<file path="config.mk">
export PLATFORM = sky130hd
export DESIGN_NAME = mtp_ram
export DESIGN_NICKNAME = d
export VERILOG_FILES = /design/src/sv/mersenne_twister_prng_top_defines.svh /design/src/sv/mtp_ram.sv
export SDC_FILE = /design/constraint.sdc
export NUM_CORES = 1
export LEC_CHECK = 0
export CORE_MARGIN = 3
export CORE_UTILIZATION = 43
export CTS_CLUSTER_SIZE = 10
export DETAILED_ROUTE_END_ITERATION = 7
export DONT_BUFFER_PORTS = 1
export SLEW_MARGIN = 40
export SYNTH_ARGS = -nofsm -noshare
export SYNTH_HDL_FRONTEND = slang
export SYNTH_SLANG_ARGS = --single-unit
export TNS_END_PERCENT = 1
</file>
<file path="constraint.sdc">
create_clock -name clk -period 8.2 [get_ports clk]
set_clock_uncertainty 0.1 [all_clocks]
set_input_delay 0.41 -clock clk [delete_from_list [all_inputs] [get_ports clk]]
set_output_delay 0.41 -clock clk [all_outputs]
set_load 0.01 [all_outputs]
</file>
<file path="src/sv/mersenne_twister_prng_top_defines.svh">
// Assertion macros for the MT19937 generator block.
// Used by mersenne_twister_prng_top.sv; expects clk and arst_n in scope.
`ifndef MERSENNE_TWISTER_PRNG_TOP_DEFINES_SVH
`define MERSENNE_TWISTER_PRNG_TOP_DEFINES_SVH
`ifndef NO_ASSERTIONS
// same-cycle implication
`define MTP_ASSERT_IMP(lbl, ante, cons, msg) \
	lbl: assert property (@(posedge clk) disable iff (!arst_n) (ante) |-> (cons)) \
	else $error(msg);
// next-cycle implication
`define MTP_ASSERT_NXT(lbl, ante, cons, msg) \
	lbl: assert property (@(posedge clk) disable iff (!arst_n) (ante) |=> (cons)) \
	else $error(msg);
`else
`define MTP_ASSERT_IMP(lbl, ante, cons, msg)
`define MTP_ASSERT_NXT(lbl, ante, cons, msg)
`endif
`endif

</file>
<file path="src/sv/mtp_ram.sv">
// Generic single-write, dual-read RAM with registered read data.
// No dependencies.
module mtp_ram #(
	parameter int WIDTH = 32,
	parameter int DEPTH = 16,
	parameter int AW    = $clog2(DEPTH)
) (
	input  logic             clk,
	input  logic             we,
	input  logic [AW-1:0]    waddr,
	input  logic [WIDTH-1:0] wdata,
	input  logic [AW-1:0]    raddr_a,
	output logic [WIDTH-1:0] rdata_a,
	input  logic [AW-1:0]    raddr_b,
	output logic [WIDTH-1:0] rdata_b
);

	logic [WIDTH-1:0] mem_q [DEPTH];

	// one write port, two registered read ports
	always_ff @(posedge clk) begin
		if (we) begin
			mem_q[waddr] <= wdata;
		end
		rdata_a <= mem_q[raddr_a];
		rdata_b <= mem_q[raddr_b];
	end

endmodule

</file>
## Word level (Yosys, flattened, before mapping)

Memory sizes are Yosys's and may differ from the RTL's. A register that Yosys moved wholly into a read port is not among the register bits.
Index checks and enable logic that the tools add are counted.

| operators by class | value |
|---|---|
| mux-type cells | 2 |

Operators with widths:

| kind | count |
|---|---|
| two-way mux 1 bit | 2 |

| word-level totals | value |
|---|---|
| memories kept | 1 |
| memory bits (writable) | 512 |
| register bits after elaboration | 0 |
| input bits | 46 |

Memory list:

| name | depth | width | read ports | clocked after memory_dff | wr ports | RTL line | RTL |
|---|---|---|---|---|---|---|---|
| mem_q | 16 | 32 | 2 | 2 | 1 | mtp_ram.sv:18 | `logic [WIDTH-1:0] mem_q [DEPTH];` |

## Logic depth before layout (Yosys ltp)

| logic depth | value |
|---|---|
| depth in word-level cells | 2 |
| gate-level depth with buffers | 5 |
| gate-level depth less buffers | 3 |

## Worst setup path after synthesis

Ideal clock, no wire load.

| timing | value |
|---|---|
| kind | input port to flip-flop |
| start point | input waddr[2] |
| end point | memory mem_q[0][0] (enable) |
| path slack | 4.510 ns |
| arrival time | 3.128 ns |
| required time | 7.639 ns |
| cell stages on the path | 2 |
| buffers on the path | 0 |
| cell sequence | or3b_2 -> nor3_1 |

RTL lines:

| what | RTL line | RTL |
|---|---|---|
| from (decl) | mtp_ram.sv:10 | `input logic [AW-1:0] waddr,` |
| to (decl) | mtp_ram.sv:18 |  |

Straight into the memory's write port.

## Worst setup path in the final report

| timing | value |
|---|---|
| start point | input waddr[2] |
| end point | memory mem_q[10][23] (enable) |

Straight into the memory's write port.

==> impl_summary.txt <==
----------------------------------------------------
[Outcome]
  Result of the run ... finished, final reports clean

[Yosys]
  Mapped Area ... around 24000 sq um
  Async set or reset register ratio after synthesis ... 0
  Leading cell types by count after synthesis ... sky130_fd_sc_hd__edfxtp_1, sky130_fd_sc_hd__mux4_2, sky130_fd_sc_hd__a22oi_1, sky130_fd_sc_hd__nand2_1, sky130_fd_sc_hd__dfxtp_1
  Fraction of synthesized cell area taken by the top area cell type ... 0.636
  Syn Area/Cell ... 21.2 sq um
  Library cell occupying the most area in the post-synthesis netlist ... sky130_fd_sc_hd__edfxtp_1
  Top post-synthesis cells by area ... sky130_fd_sc_hd__edfxtp_1, sky130_fd_sc_hd__mux4_2, sky130_fd_sc_hd__dfxtp_1, sky130_fd_sc_hd__a22oi_1, sky130_fd_sc_hd__nand2_1
  Post-synthesis sequential area ratio ... 0.689
  YS warnings ... 0
  Most frequent cell after synthesis ... sky130_fd_sc_hd__edfxtp_1
  Number of flops mapped to enable cells by yosys ... ~500
  Count of different cell masters after synthesis ... 17
  Post-Synthesis Cells ... 1141
  Post-synthesis sequential element count ... between 500 and 600
  Syn_nets ... 1187
  Most common flop cell mapped by yosys ... sky130_fd_sc_hd__edfxtp_1

[Placement]
  Estimated wirelength of the detail-placed design ... between 20 and 30 mm
  Routability congestion estimate from global placement ... a little under 0.7
  Number of port buffers ... 0
  Placed inst area ... roughly 25000 sq um
  Cell count after placement ... 1825

[Global routing]
  Wire length of the first global-routing pass ... about 86 mm
  Number of antenna violations at the first check in global routing ... 6
  Overall track demand over capacity in global routing ... 0.197
  Final global-route overflow total ... 0
  Pin count of the biggest net entering global routing ... between 100 and 150
  Vias in the first global route ... 13000

[Power]
  Clock group share of total power ... 0.427
  Total power divided by cell area ... 235 nW/um^2
  Cell internal power dissipation ... just over 5 mW
  Switching share of power ... 0.206
  Combinational share of power ... 0.054
  Switching power ... approximately 1.3 mW
  Leakage ... between 8 and 9 nW
  Sequential Power Share ... 0.519
  IR Drop Worst-Case VDD ... around 0.00018 V

[Routing]
  Wirelength, routed ... about 57 mm
  Detailed-routing iteration count for the pre-antenna-repair pass ... 5
  Total via count after detailed routing ... 12100
  Antenna-violating nets left ... 0
  DRC violations left ... 0
  DR vias/cell ... approximately 6
  Starting DRT DRC Count ... slightly above 1000
  Routed length per instance ... 29.0 um

[Setup path]
  Worst Setup Path Type ... in -> reg
  Reg-to-reg endpoint ... rdata_b[31]
  Reg2reg path depth ... 3
  CP endpoint kind ... flop
  Startpoint of the worst-slack reg-to-reg timing path ... mem_q[3][31]
  CP startpoint ... waddr[2]
  Crit path capture ... mem_q[10][23]
  Slowest CP cell ... sky130_fd_sc_hd__nor2_4
  Arrival time at the worst endpoint ... approximately 2000 ps
  CP max stage delay ... around 750 ps
  CP Cell Sequence ... nand3b_1 -> nor2_4 -> buf_4
  Sort of element at the start of the critical path ... primary input
  Data required time of the worst path ... around 8300 ps
  Crit-path max FO ... 17
  Slack of the worst reg-to-reg path ... ~6500 ps

[CTS]
  TritonCTS clock tree ... done
  Root buffer cell ... sky130_fd_sc_hd__clkbuf_16
  Number of buffers created by CTS ... 68
  CTS max path bufs ... 3
  Clock-pin slew reported for the worst setup and hold paths after clock tree synthesis ... around 50 ps
  Clock Latency Late Sink ... just under 600 ps
  Clock sink count ... ~580
  H-tree lvl count ... 3

[Die]
  Horizontal die dimension ... 243 um
  Die Y-Extent ... ~240 um
  Total Die Area ... around 59000 sq um
  Starting Density ... 0.436
  Row count ... 86
  Count of boundary I/O pins ... 110
  Core region area ... ~55000 sq um

[Layout]
  Area growth, synth to finish ... 13.1%
  Filler Cells Inserted ... around 4500
  Final non-filler cell total ... around 2000
  Fraction of layout instances using a drive strength above 1 ... 0.309
  Layout Cell Area excl Fill ... around 27000 sq um
  Net count reported at finish ... roughly 1200

[STA]
  Final Critical Period ... around 1900 ps
  Highest clock rate ... 0.535 GHz
  Final Hold Violating Endpoints ... 0
  Final slew viol count ... 0
  Max-slew headroom at the worst pin ... 0.467
  Final-report setup violation count ... 0
  Least-Margin Pin Slew ... approximately 800 ps
  Fraction of the cycle the final worst path needs ... 0.228
  Unrepaired setup endpoints after global routing ... no
  Final-layout setup total negative slack ... 0 ps

[Run]
  Number of maximum-capacitance constraint violations ... 0

[Hold path]
  Min-Delay Startpoint ... raddr_b[1]
  Class of the tightest hold or removal check ... in -> reg

----------------------------------------------------
## cell families after synthesis
family | after synthesis | synth area share
multiplexers | 256 | 0.238
AND/OR/NAND/NOR | 95 | 0.0163
AO/OA/AOI/OAI | 128 | 0.0397
buffers and inverters | 86 | 0.0170
flip-flops | 576 | 0.689
## power groups by stage
stage / Sequential (mW) / Combinational [mW] / Clock (mW)
floorplan: 3.39 / 0.283 / 0
global placement: 3.40 / 0.301 / 0
detailed placement: 3.40 / 0.303 / 0
CTS: 3.34 / 0.351 / 2.82
global route: 3.35 / 0.372 / 2.93
finish: 3.34 / 0.348 / 2.75
## cells in the final DEF (no fill, tap or decap)
| cell type | n |
|---|---|
| sky130_fd_sc_hd__edfxtp_1 | 512 |
| sky130_fd_sc_hd__mux4_2 | 256 |
| sky130_fd_sc_hd__a22oi_1 | 128 |
| sky130_fd_sc_hd__clkbuf_16 | 71 |
| sky130_fd_sc_hd__nand2_1 | 65 |
| sky130_fd_sc_hd__dfxtp_1 | 64 |
| sky130_fd_sc_hd__clkbuf_1 | 40 |
| sky130_fd_sc_hd__dlygate4sd3_1 | 32 |
| sky130_fd_sc_hd__buf_4 | 22 |
| sky130_fd_sc_hd__nor2_4 | 14 |
| sky130_fd_sc_hd__nor2b_4 | 4 |
| sky130_fd_sc_hd__nor3_2 | 4 |
| sky130_fd_sc_hd__diode_2 | 3 |
| sky130_fd_sc_hd__and2_4 | 2 |
| sky130_fd_sc_hd__nand3b_1 | 2 |
| sky130_fd_sc_hd__nand2b_1 | 2 |
| sky130_fd_sc_hd__clkbuf_8 | 2 |
| sky130_fd_sc_hd__nand3_1 | 1 |
| sky130_fd_sc_hd__or3b_2 | 1 |
| sky130_fd_sc_hd__inv_6 | 1 |
| sky130_fd_sc_hd__bufinv_16 | 1 |
## final cells by class
cell class	instances	area (sq um)	area share
antenna	3	7.51	0.000274
tap	748	936	0.0342
clock buffer	113	1950	0.0714
timing repair buffer	54	485	0.0177
sequential	576	16700	0.609
multi-input combinational	479	7280	0.266
clock inverter	2	38.8	0.00142
## how the worst min path moves through the flow
stage / to / slack [ps] / cells after the start
after floorplan: mem_q[0][0] / 410 / 0
after detailed placement: mem_q[14][1] / 410 / 0
after global routing: rdata_b[31] / 40 / 3
final: rdata_b[31] / 50 / 3
after CTS: rdata_b[31] / 20 / 3
after global placement: mem_q[13][1] / 410 / 0
## per-stage QoR
stage	utilization	total power, mW	hold WS, ps	setup slack [ps]
6_report	0.494	6.44	47.0	6330
3_3_place_gp	0.452	3.70	410	5800
2_1_floorplan	-	3.67	409	4510
3_5_place_dp	0.452	3.71	410	5810
5_1_grt	0.494	6.66	41.4	6290
4_1_cts	0.494	6.51	18.8	6410
## registers in the layout, summed over array words and instances, names as in the netlist
| register | cells |
|---|---|
| rdata_a | 32 |
| rdata_b | 32 |
| mem_q | 512 |
## metal layers
| layer | global-route usage | part of all wire | vias to the layer above |
|---|---|---|---|
| met4 | 0.0460 | 0.018 | 6 |
| met3 | 0.0436 | 0.066 | 94 |
| met1 | 0.288 | 0.44 | 6565 |
| met5 | 0 | 0.00073 | - |
| li1 | - | - | 5040 |
| met2 | 0.305 | 0.48 | 432 |
## critical path, delay by kind of cell
family	cells	cell delay (ps)
simple gates	2	1120
buf+inv	1	460
## timing repair
item                      in CTS  in global routing
buffers inserted               0                  0
resized for setup              0                  0
hold endpoints to repair     512                  0
hold buffers                  32                  0
Note: power is estimated with default switching activity, not from simulation.
