<file path="src/sv/mersenne_twister_prng_top_defines.svh">
// Assertion macros for the MT19937 generator block.
// Used by mersenne_twister_prng_top.sv; expects clk and arst_n in scope.
`ifndef MERSENNE_TWISTER_PRNG_TOP_DEFINES_SVH
`define MERSENNE_TWISTER_PRNG_TOP_DEFINES_SVH
`ifndef NO_ASSERTIONS
// same-cycle implication
`define MTP_ASSERT_IMP(lbl, ante, cons, msg) \
	lbl: assert property (@(posedge clk) disable iff (!arst_n) (ante) |-> (cons)) \
	else $error(msg);
// next-cycle implication
`define MTP_ASSERT_NXT(lbl, ante, cons, msg) \
	lbl: assert property (@(posedge clk) disable iff (!arst_n) (ante) |=> (cons)) \
	else $error(msg);
`else
`define MTP_ASSERT_IMP(lbl, ante, cons, msg)
`define MTP_ASSERT_NXT(lbl, ante, cons, msg)
`endif
`endif

</file>
<file path="src/sv/mtp_pkg.sv">
// Shared constants, unit opcodes and command type for the MT19937 generator.
// No dependencies; used by mtp_word_unit and mersenne_twister_prng_top.
package mtp_pkg;

	localparam int WORD_W       = 32;
	localparam int STATE_WORDS  = 624;
	localparam int TWIST_OFFSET = 397;

	localparam logic [WORD_W-1:0] DEFAULT_SEED = 32'd5489;
	localparam logic [WORD_W-1:0] INIT_MULT    = 32'd1812433253;
	localparam logic [WORD_W-1:0] TWIST_MATRIX = 32'h9908_b0df;
	localparam logic [WORD_W-1:0] UPPER_MASK   = 32'h8000_0000;
	localparam logic [WORD_W-1:0] LOWER_MASK   = 32'h7fff_ffff;
	localparam logic [WORD_W-1:0] TEMPER_B     = 32'h9d2c_5680;
	localparam logic [WORD_W-1:0] TEMPER_C     = 32'hefc6_0000;

	// input operation codes
	localparam logic OP_SEED = 1'b0;
	localparam logic OP_DRAW = 1'b1;

	// word unit opcodes
	localparam logic [1:0] UOP_ADD    = 2'd0;
	localparam logic [1:0] UOP_MUL    = 2'd1;
	localparam logic [1:0] UOP_TWIST  = 2'd2;
	localparam logic [1:0] UOP_TEMPER = 2'd3;

	typedef struct packed {
		logic       en;
		logic [1:0] op;
	} ucmd_t;

endpackage

</file>
<file path="src/sv/mtp_word_unit.sv">
// Shared 32-bit word unit: seed multiply, add, twist step and tempering.
// Depends on mtp_pkg.
module mtp_word_unit (
	input  logic                          clk,
	input  mtp_pkg::ucmd_t                cmd,
	input  logic [mtp_pkg::WORD_W-1:0]    a,
	input  logic [mtp_pkg::WORD_W-1:0]    b,
	input  logic [mtp_pkg::WORD_W-1:0]    c,
	input  logic [5:0]                    bits,
	output logic [mtp_pkg::WORD_W-1:0]    res
);

	logic [mtp_pkg::WORD_W-1:0] res_q;
	logic [mtp_pkg::WORD_W-1:0] nxt;
	logic [mtp_pkg::WORD_W-1:0] y;
	logic [mtp_pkg::WORD_W-1:0] t;
	logic [4:0]                 sh;

	// twist mix and tempering
	always_comb begin
		y  = (a & mtp_pkg::UPPER_MASK) | (b & mtp_pkg::LOWER_MASK);
		t  = a ^ (a >> 11);
		t  = t ^ ((t << 7) & mtp_pkg::TEMPER_B);
		t  = t ^ ((t << 15) & mtp_pkg::TEMPER_C);
		t  = t ^ (t >> 18);
		sh = 5'(6'd32 - bits);
		unique case (cmd.op)
			mtp_pkg::UOP_ADD: begin
				nxt = a + b;
			end
			mtp_pkg::UOP_MUL: begin
				nxt = mtp_pkg::INIT_MULT * (a ^ (a >> 30));
			end
			mtp_pkg::UOP_TWIST: begin
				nxt = c ^ (y >> 1) ^ (y[0] ? mtp_pkg::TWIST_MATRIX : '0);
			end
			mtp_pkg::UOP_TEMPER: begin
				// keep the top bits only; zero bits gives zero, 32 and above gives all
				if (bits == 6'd0) begin
					nxt = '0;
				end else if (bits >= 6'd32) begin
					nxt = t;
				end else begin
					nxt = t >> sh;
				end
			end
			default: begin
				nxt = '0;
			end
		endcase
	end

	// result register
	always_ff @(posedge clk) begin
		if (cmd.en) begin
			res_q <= nxt;
		end
	end

	assign res = res_q;

endmodule

</file>
<file path="config.mk">
export PLATFORM = sky130hd
export DESIGN_NAME = mtp_word_unit
export DESIGN_NICKNAME = d
export VERILOG_FILES = /design/src/sv/mersenne_twister_prng_top_defines.svh /design/src/sv/mtp_pkg.sv /design/src/sv/mtp_word_unit.sv
export SDC_FILE = /design/constraint.sdc
export NUM_CORES = 1
export LEC_CHECK = 0
export BUFFER_PORTS_ARGS = -buffer_cell sky130_fd_sc_hd__buf_2
export CORE_ASPECT_RATIO = 0.6
export CORE_UTILIZATION = 65
export CTS_BUF_LIST = sky130_fd_sc_hd__clkbuf_4 sky130_fd_sc_hd__clkbuf_8
export DETAILED_ROUTE_END_ITERATION = 8
export PLACE_DENSITY = 0.95
export RECOVER_POWER = 25
export SYNTH_ARGS = -nofsm -noshare
export SYNTH_HDL_FRONTEND = slang
export SYNTH_SLANG_ARGS = --single-unit
</file>
<file path="constraint.sdc">
create_clock -name clk -period 11.6 [get_ports clk]
set_input_delay 0.58 -clock clk [delete_from_list [all_inputs] [get_ports clk]]
set_output_delay 0.58 -clock clk [all_outputs]
set_load 0.01 [all_outputs]
</file>
* Word-level counts from Yosys, hierarchy flattened
Index checks and enable logic that the tools add are counted.
Widths: inputs -> output; s select.
** Word-level totals
- Flip-flop bits (word level) :: 32
- Bits of input ports :: 106
- Output and inout port bits :: 32
- Logic and storage cells :: 23
** Operators by class
- Add/subtract/negate cells :: 2
- Multiply operators :: 1
- Order comparisons :: 1
- Equality and inequality tests :: 3
- Shift operators :: 1
- Muxes and demuxes :: 4
- Bitwise gates (word level) :: 8
- Reduce and logical (&&, ||, !) cells :: 2
** Operators by type and width (number)
- $pmux 32 s4 :: 1
- $mux 32 :: 3
- $xor 32x32->32 :: 3
- $add 32x32->32 :: 1
- $mul 31x32->32 const A :: 1
- $or 32x31->32 :: 1
- $shr 32x5->32 :: 1
- $xor 32x14->32 :: 1
- $xor 32x2->32 :: 1
- $xor 32x21->32 :: 1
- $xor 32x31->32 :: 1
- $ge 6x6->1 const B :: 1
- $logic_not 6->1 :: 1
- $sub 1x5->5 const A :: 1
- $eq 2x2->1 const B :: 2
- $eq 2x1->1 const B :: 1
- $logic_not 2->1 :: 1

* Longest topological paths before layout
- Depth after elaboration :: 8
- Mapped depth :: 26
- Mapped depth without buffers :: 25

* Worst setup path after synthesis
Ideal clock, no wire load.
- Kind :: in2reg
- From :: in a[31] (netlist bit)
- To :: reg res_q (netlist bit res[23]) (data pin)
- Setup time :: 0.261 ns
- Data arrival time :: 6.618 ns
- Required time :: 11.339 ns
- Path slack :: 4.721 ns
- Cell stages on the path :: 26
- Path buffers :: 1
- Path through :: buf_6 xor2_1 xnor2_1 ha_1 or2_2 ha_1 inv_1 fa_1 inv_1 ha_1 fa_1 fa_1 fa_1 inv_1 fa_1 inv_1 ha_1 nand3_1 nor2_1 a211o_1 a32oi_1 nand2b_1 a21oi_1 xor2_1 a21oi_1 o32a_1
** Between the ends
- Cells in the longest elaborated chain, start to end :: 8
- Elaborated cells between the ends (all ways) :: 10
** Ends and longest elaborated chain
- from (decl) :: RTL line mtp_word_unit.sv:6 : input logic [mtp_pkg::WORD_W-1:0] a,
- parallel branches: the longest is 7 deep, another holds $mul 31x32->32
- $pmux 32 s4 (*) :: RTL line mtp_word_unit.sv:27 : unique case (cmd.op)
- via nxt, one bit :: RTL line mtp_word_unit.sv:14 : logic [mtp_pkg::WORD_W-1:0] nxt;
- to (signal assigned) :: RTL line mtp_word_unit.sv:56 : res_q <= nxt;
- to (decl) :: RTL line mtp_word_unit.sv:13 : logic [mtp_pkg::WORD_W-1:0] res_q;
Mark *: on every way through the listed nets, which the timed path passes.
A chain may end at the register's enable or synchronous reset.

* Final worst setup path
- From :: in a[31] (netlist bit)
- To :: reg res_q (netlist bit res[29]) (data pin)
Same word-level chain as after synthesis.

==> qor.txt <==
Status = finished, violations left
Failing checks = max-capacitance violations, max-slew violations
Area of the die = 0.02276 mm^2
Vias in the first global route = 13,698
Final Hold Viols = 0
Synth warnings = 0
CTS Buf Count = 5
Seq cells post-synth = 32
HP Class = input port to flip-flop
Max-slew headroom = -50.78%
Min-delay src = c[14]
Area occupied by multi-input gates = 0.01226 mm^2
Place WS = 3.443 ns
Area fraction of the dominant cell type after synthesis = 20.95%
Initial core utilization = 67.45%
Net Count, Synth = 2,119
Top cells by area, synth = ha_1 (21%), fa_1 (20%), xnor2_1 (7.1%), inv_1 (6.7%), edfxtp_1 (6.7%)
Slew Limit Fails = 33
Final WS setup = 3.560 ns
Initial antenna violation count = 1
Worst-Margin Slew = 2.262 ns
# Max-Cap Violations = 1
WL met3 = 9.934 mm
Async set or reset register ratio after synthesis = 0%
Setup CP Type = input port to flip-flop
Most used DFF post-synth = edfxtp_1
Core ar. = 0.02134 mm^2
Clk slew on worst S/H paths = 0.10 ns
Crit-path slowest cell = xor2_1
WL met1 = 21.45 mm
RePlAce Congestion = 1.110
Setup Viol. Count Final = 0
Most common cell after layout, fill and taps aside = inv_1
Post-CTS Setup Bufs = 0
Total track usage = 49.89%
Aggregate routed wire length = 55.56 mm
Die Y = 117.3 um
Buf/Inv on CP = 5
DRC viols = 0
Post-synth EDFFs = 32
DR WL/cell = 27.66 um
Largest register FFs = 32
FP Rows = 41
Synth Area per Inst = 8.858 um^2
Largest net degree at the start of global routing = 65
Post-synth top area cell = ha_1
Uppermost layer routed = met4
WL met2 = 21.36 mm
Synth Instances = 1,625
Synth cell types = 84
CP Launch Point = a[31]
Via Count = 13,954
Seq/Total Area, Yosys = 6.676%
Fraction of the cycle the final worst path needs = 69.31%
Most frequent cells in the layout = inv_1 (258), ha_1 (241), fa_1 (147)
DR pass1 iterations = 7
Vias per inst = 6.946
Starting DRT DRC Count = 1,820
H-tree lvl count = 2
Port bufs = 137
Root Driver = clkbuf_8
GRT Residual Overflow = 0
FMAX = 124.4 MHz
Cell area after technology mapping = 0.01439 mm^2
Arr. time, crit path = 8.23 ns
Total area of sequential cells = 960.9 um^2
Largest fanout on the critical path = 7
Cts hold-fix bufs = 0
Setup TNS = 0 ns
Critical Path RT = 11.79 ns
Post-route ant nets = 0
Max Buffers Root-to-Sink = 2
Nets = 2,220
Post-CTS sizing = 0
Crit-path max cell delay = 0.75 ns
Die width = 194.1 um
Post-DP HPWL = 44.59 mm
Most Frequent Cell on Critical Path = fa_1
CTS tree = done
RSZ-0062 raised after global routing = false
P&R area growth vs syn = 7.198%
First-pass GRT wire length = 82.50 mm
Share of cells above drive strength 1 = 11.75%
Top Ports = 138
CP endpoint kind = flip-flop
Largest delay share family, worst path = adder cells
Sinks on Clock Net = 32
Fillers = 1,488
Critical Path Source Type = input port
Fin crit period = 8.040 ns
## metrics by stage
stage	cell area, um^2	instances	util, %	hold slack [ns]
2_1_floorplan	14390	1625	-	0.6925
3_3_place_gp	15340	1998	71.86	0.9891
3_5_place_dp	15340	1998	71.86	0.9924
4_1_cts	15420	2006	72.27	0.7406
5_1_grt	15420	2006	72.27	0.7585
6_report	15430	2009	72.30	0.7532
## area by class of cell
cell class,count,area share (%)
inverters,259,6.301
flip-flops and latches,32,6.228
repair buffers,151,5.117
clock buffers,5,0.4460
clock inverters,3,0.1216
well taps,279,2.262
diodes,3,0.04865
multi-input cells,1277,79.48
## metal layers
layer	global-route usage, %	vias to the layer above
met4	21.43	0
met5	0	-
met1	64.46	6580
met3	23.61	283
met2	71.56	1293
li1	-	5798
## cell families (layout without fill, tap and decap cells)
group                    Yosys count  after routing  share of synthesized area [%]
flip-flops                        32             32                          6.676
buffers and inverters            316            418                          8.362
AND/OR/NAND/NOR                  293            293                          9.240
AO/OA/AOI/OAI                    363            363                          16.40
multiplexers                      44             44                          4.120
adder cells (fa/ha/maj)          388            388                          41.39
other                              0              3                              0
XOR/XNOR                         189            189                          13.80
## synthesized netlist by cell type, drive strengths merged, types with 6 or more instances
| cell | instances |
|---|---|
| a211oi | 10 |
| a21o | 27 |
| a21oi | 107 |
| a22oi | 7 |
| a31oi | 12 |
| and3 | 7 |
| buf | 16 |
| clkbuf | 41 |
| edfxtp | 32 |
| fa | 147 |
| ha | 241 |
| inv | 258 |
| mux2 | 7 |
| mux2i | 28 |
| mux4 | 9 |
| nand2 | 88 |
| nand2b | 13 |
| nand3 | 25 |
| nor2 | 96 |
| nor3 | 23 |
| nor4 | 7 |
| o211ai | 13 |
| o21a | 14 |
| o21ai | 75 |
| o221ai | 6 |
| o22ai | 15 |
| o31ai | 8 |
| or2 | 6 |
| or3 | 6 |
| xnor2 | 125 |
| xnor3 | 12 |
| xor2 | 47 |
## path summary, 6_finish.rpt
check / end / slack [ns] / cells after the start
setup / recovery: res[29] / 3.56 / 26
hold / removal: res[14] / 0.75 / 4
Power is not shown: default switching activity piles up to over one toggle a cycle in this logic, so the estimate is an artifact.
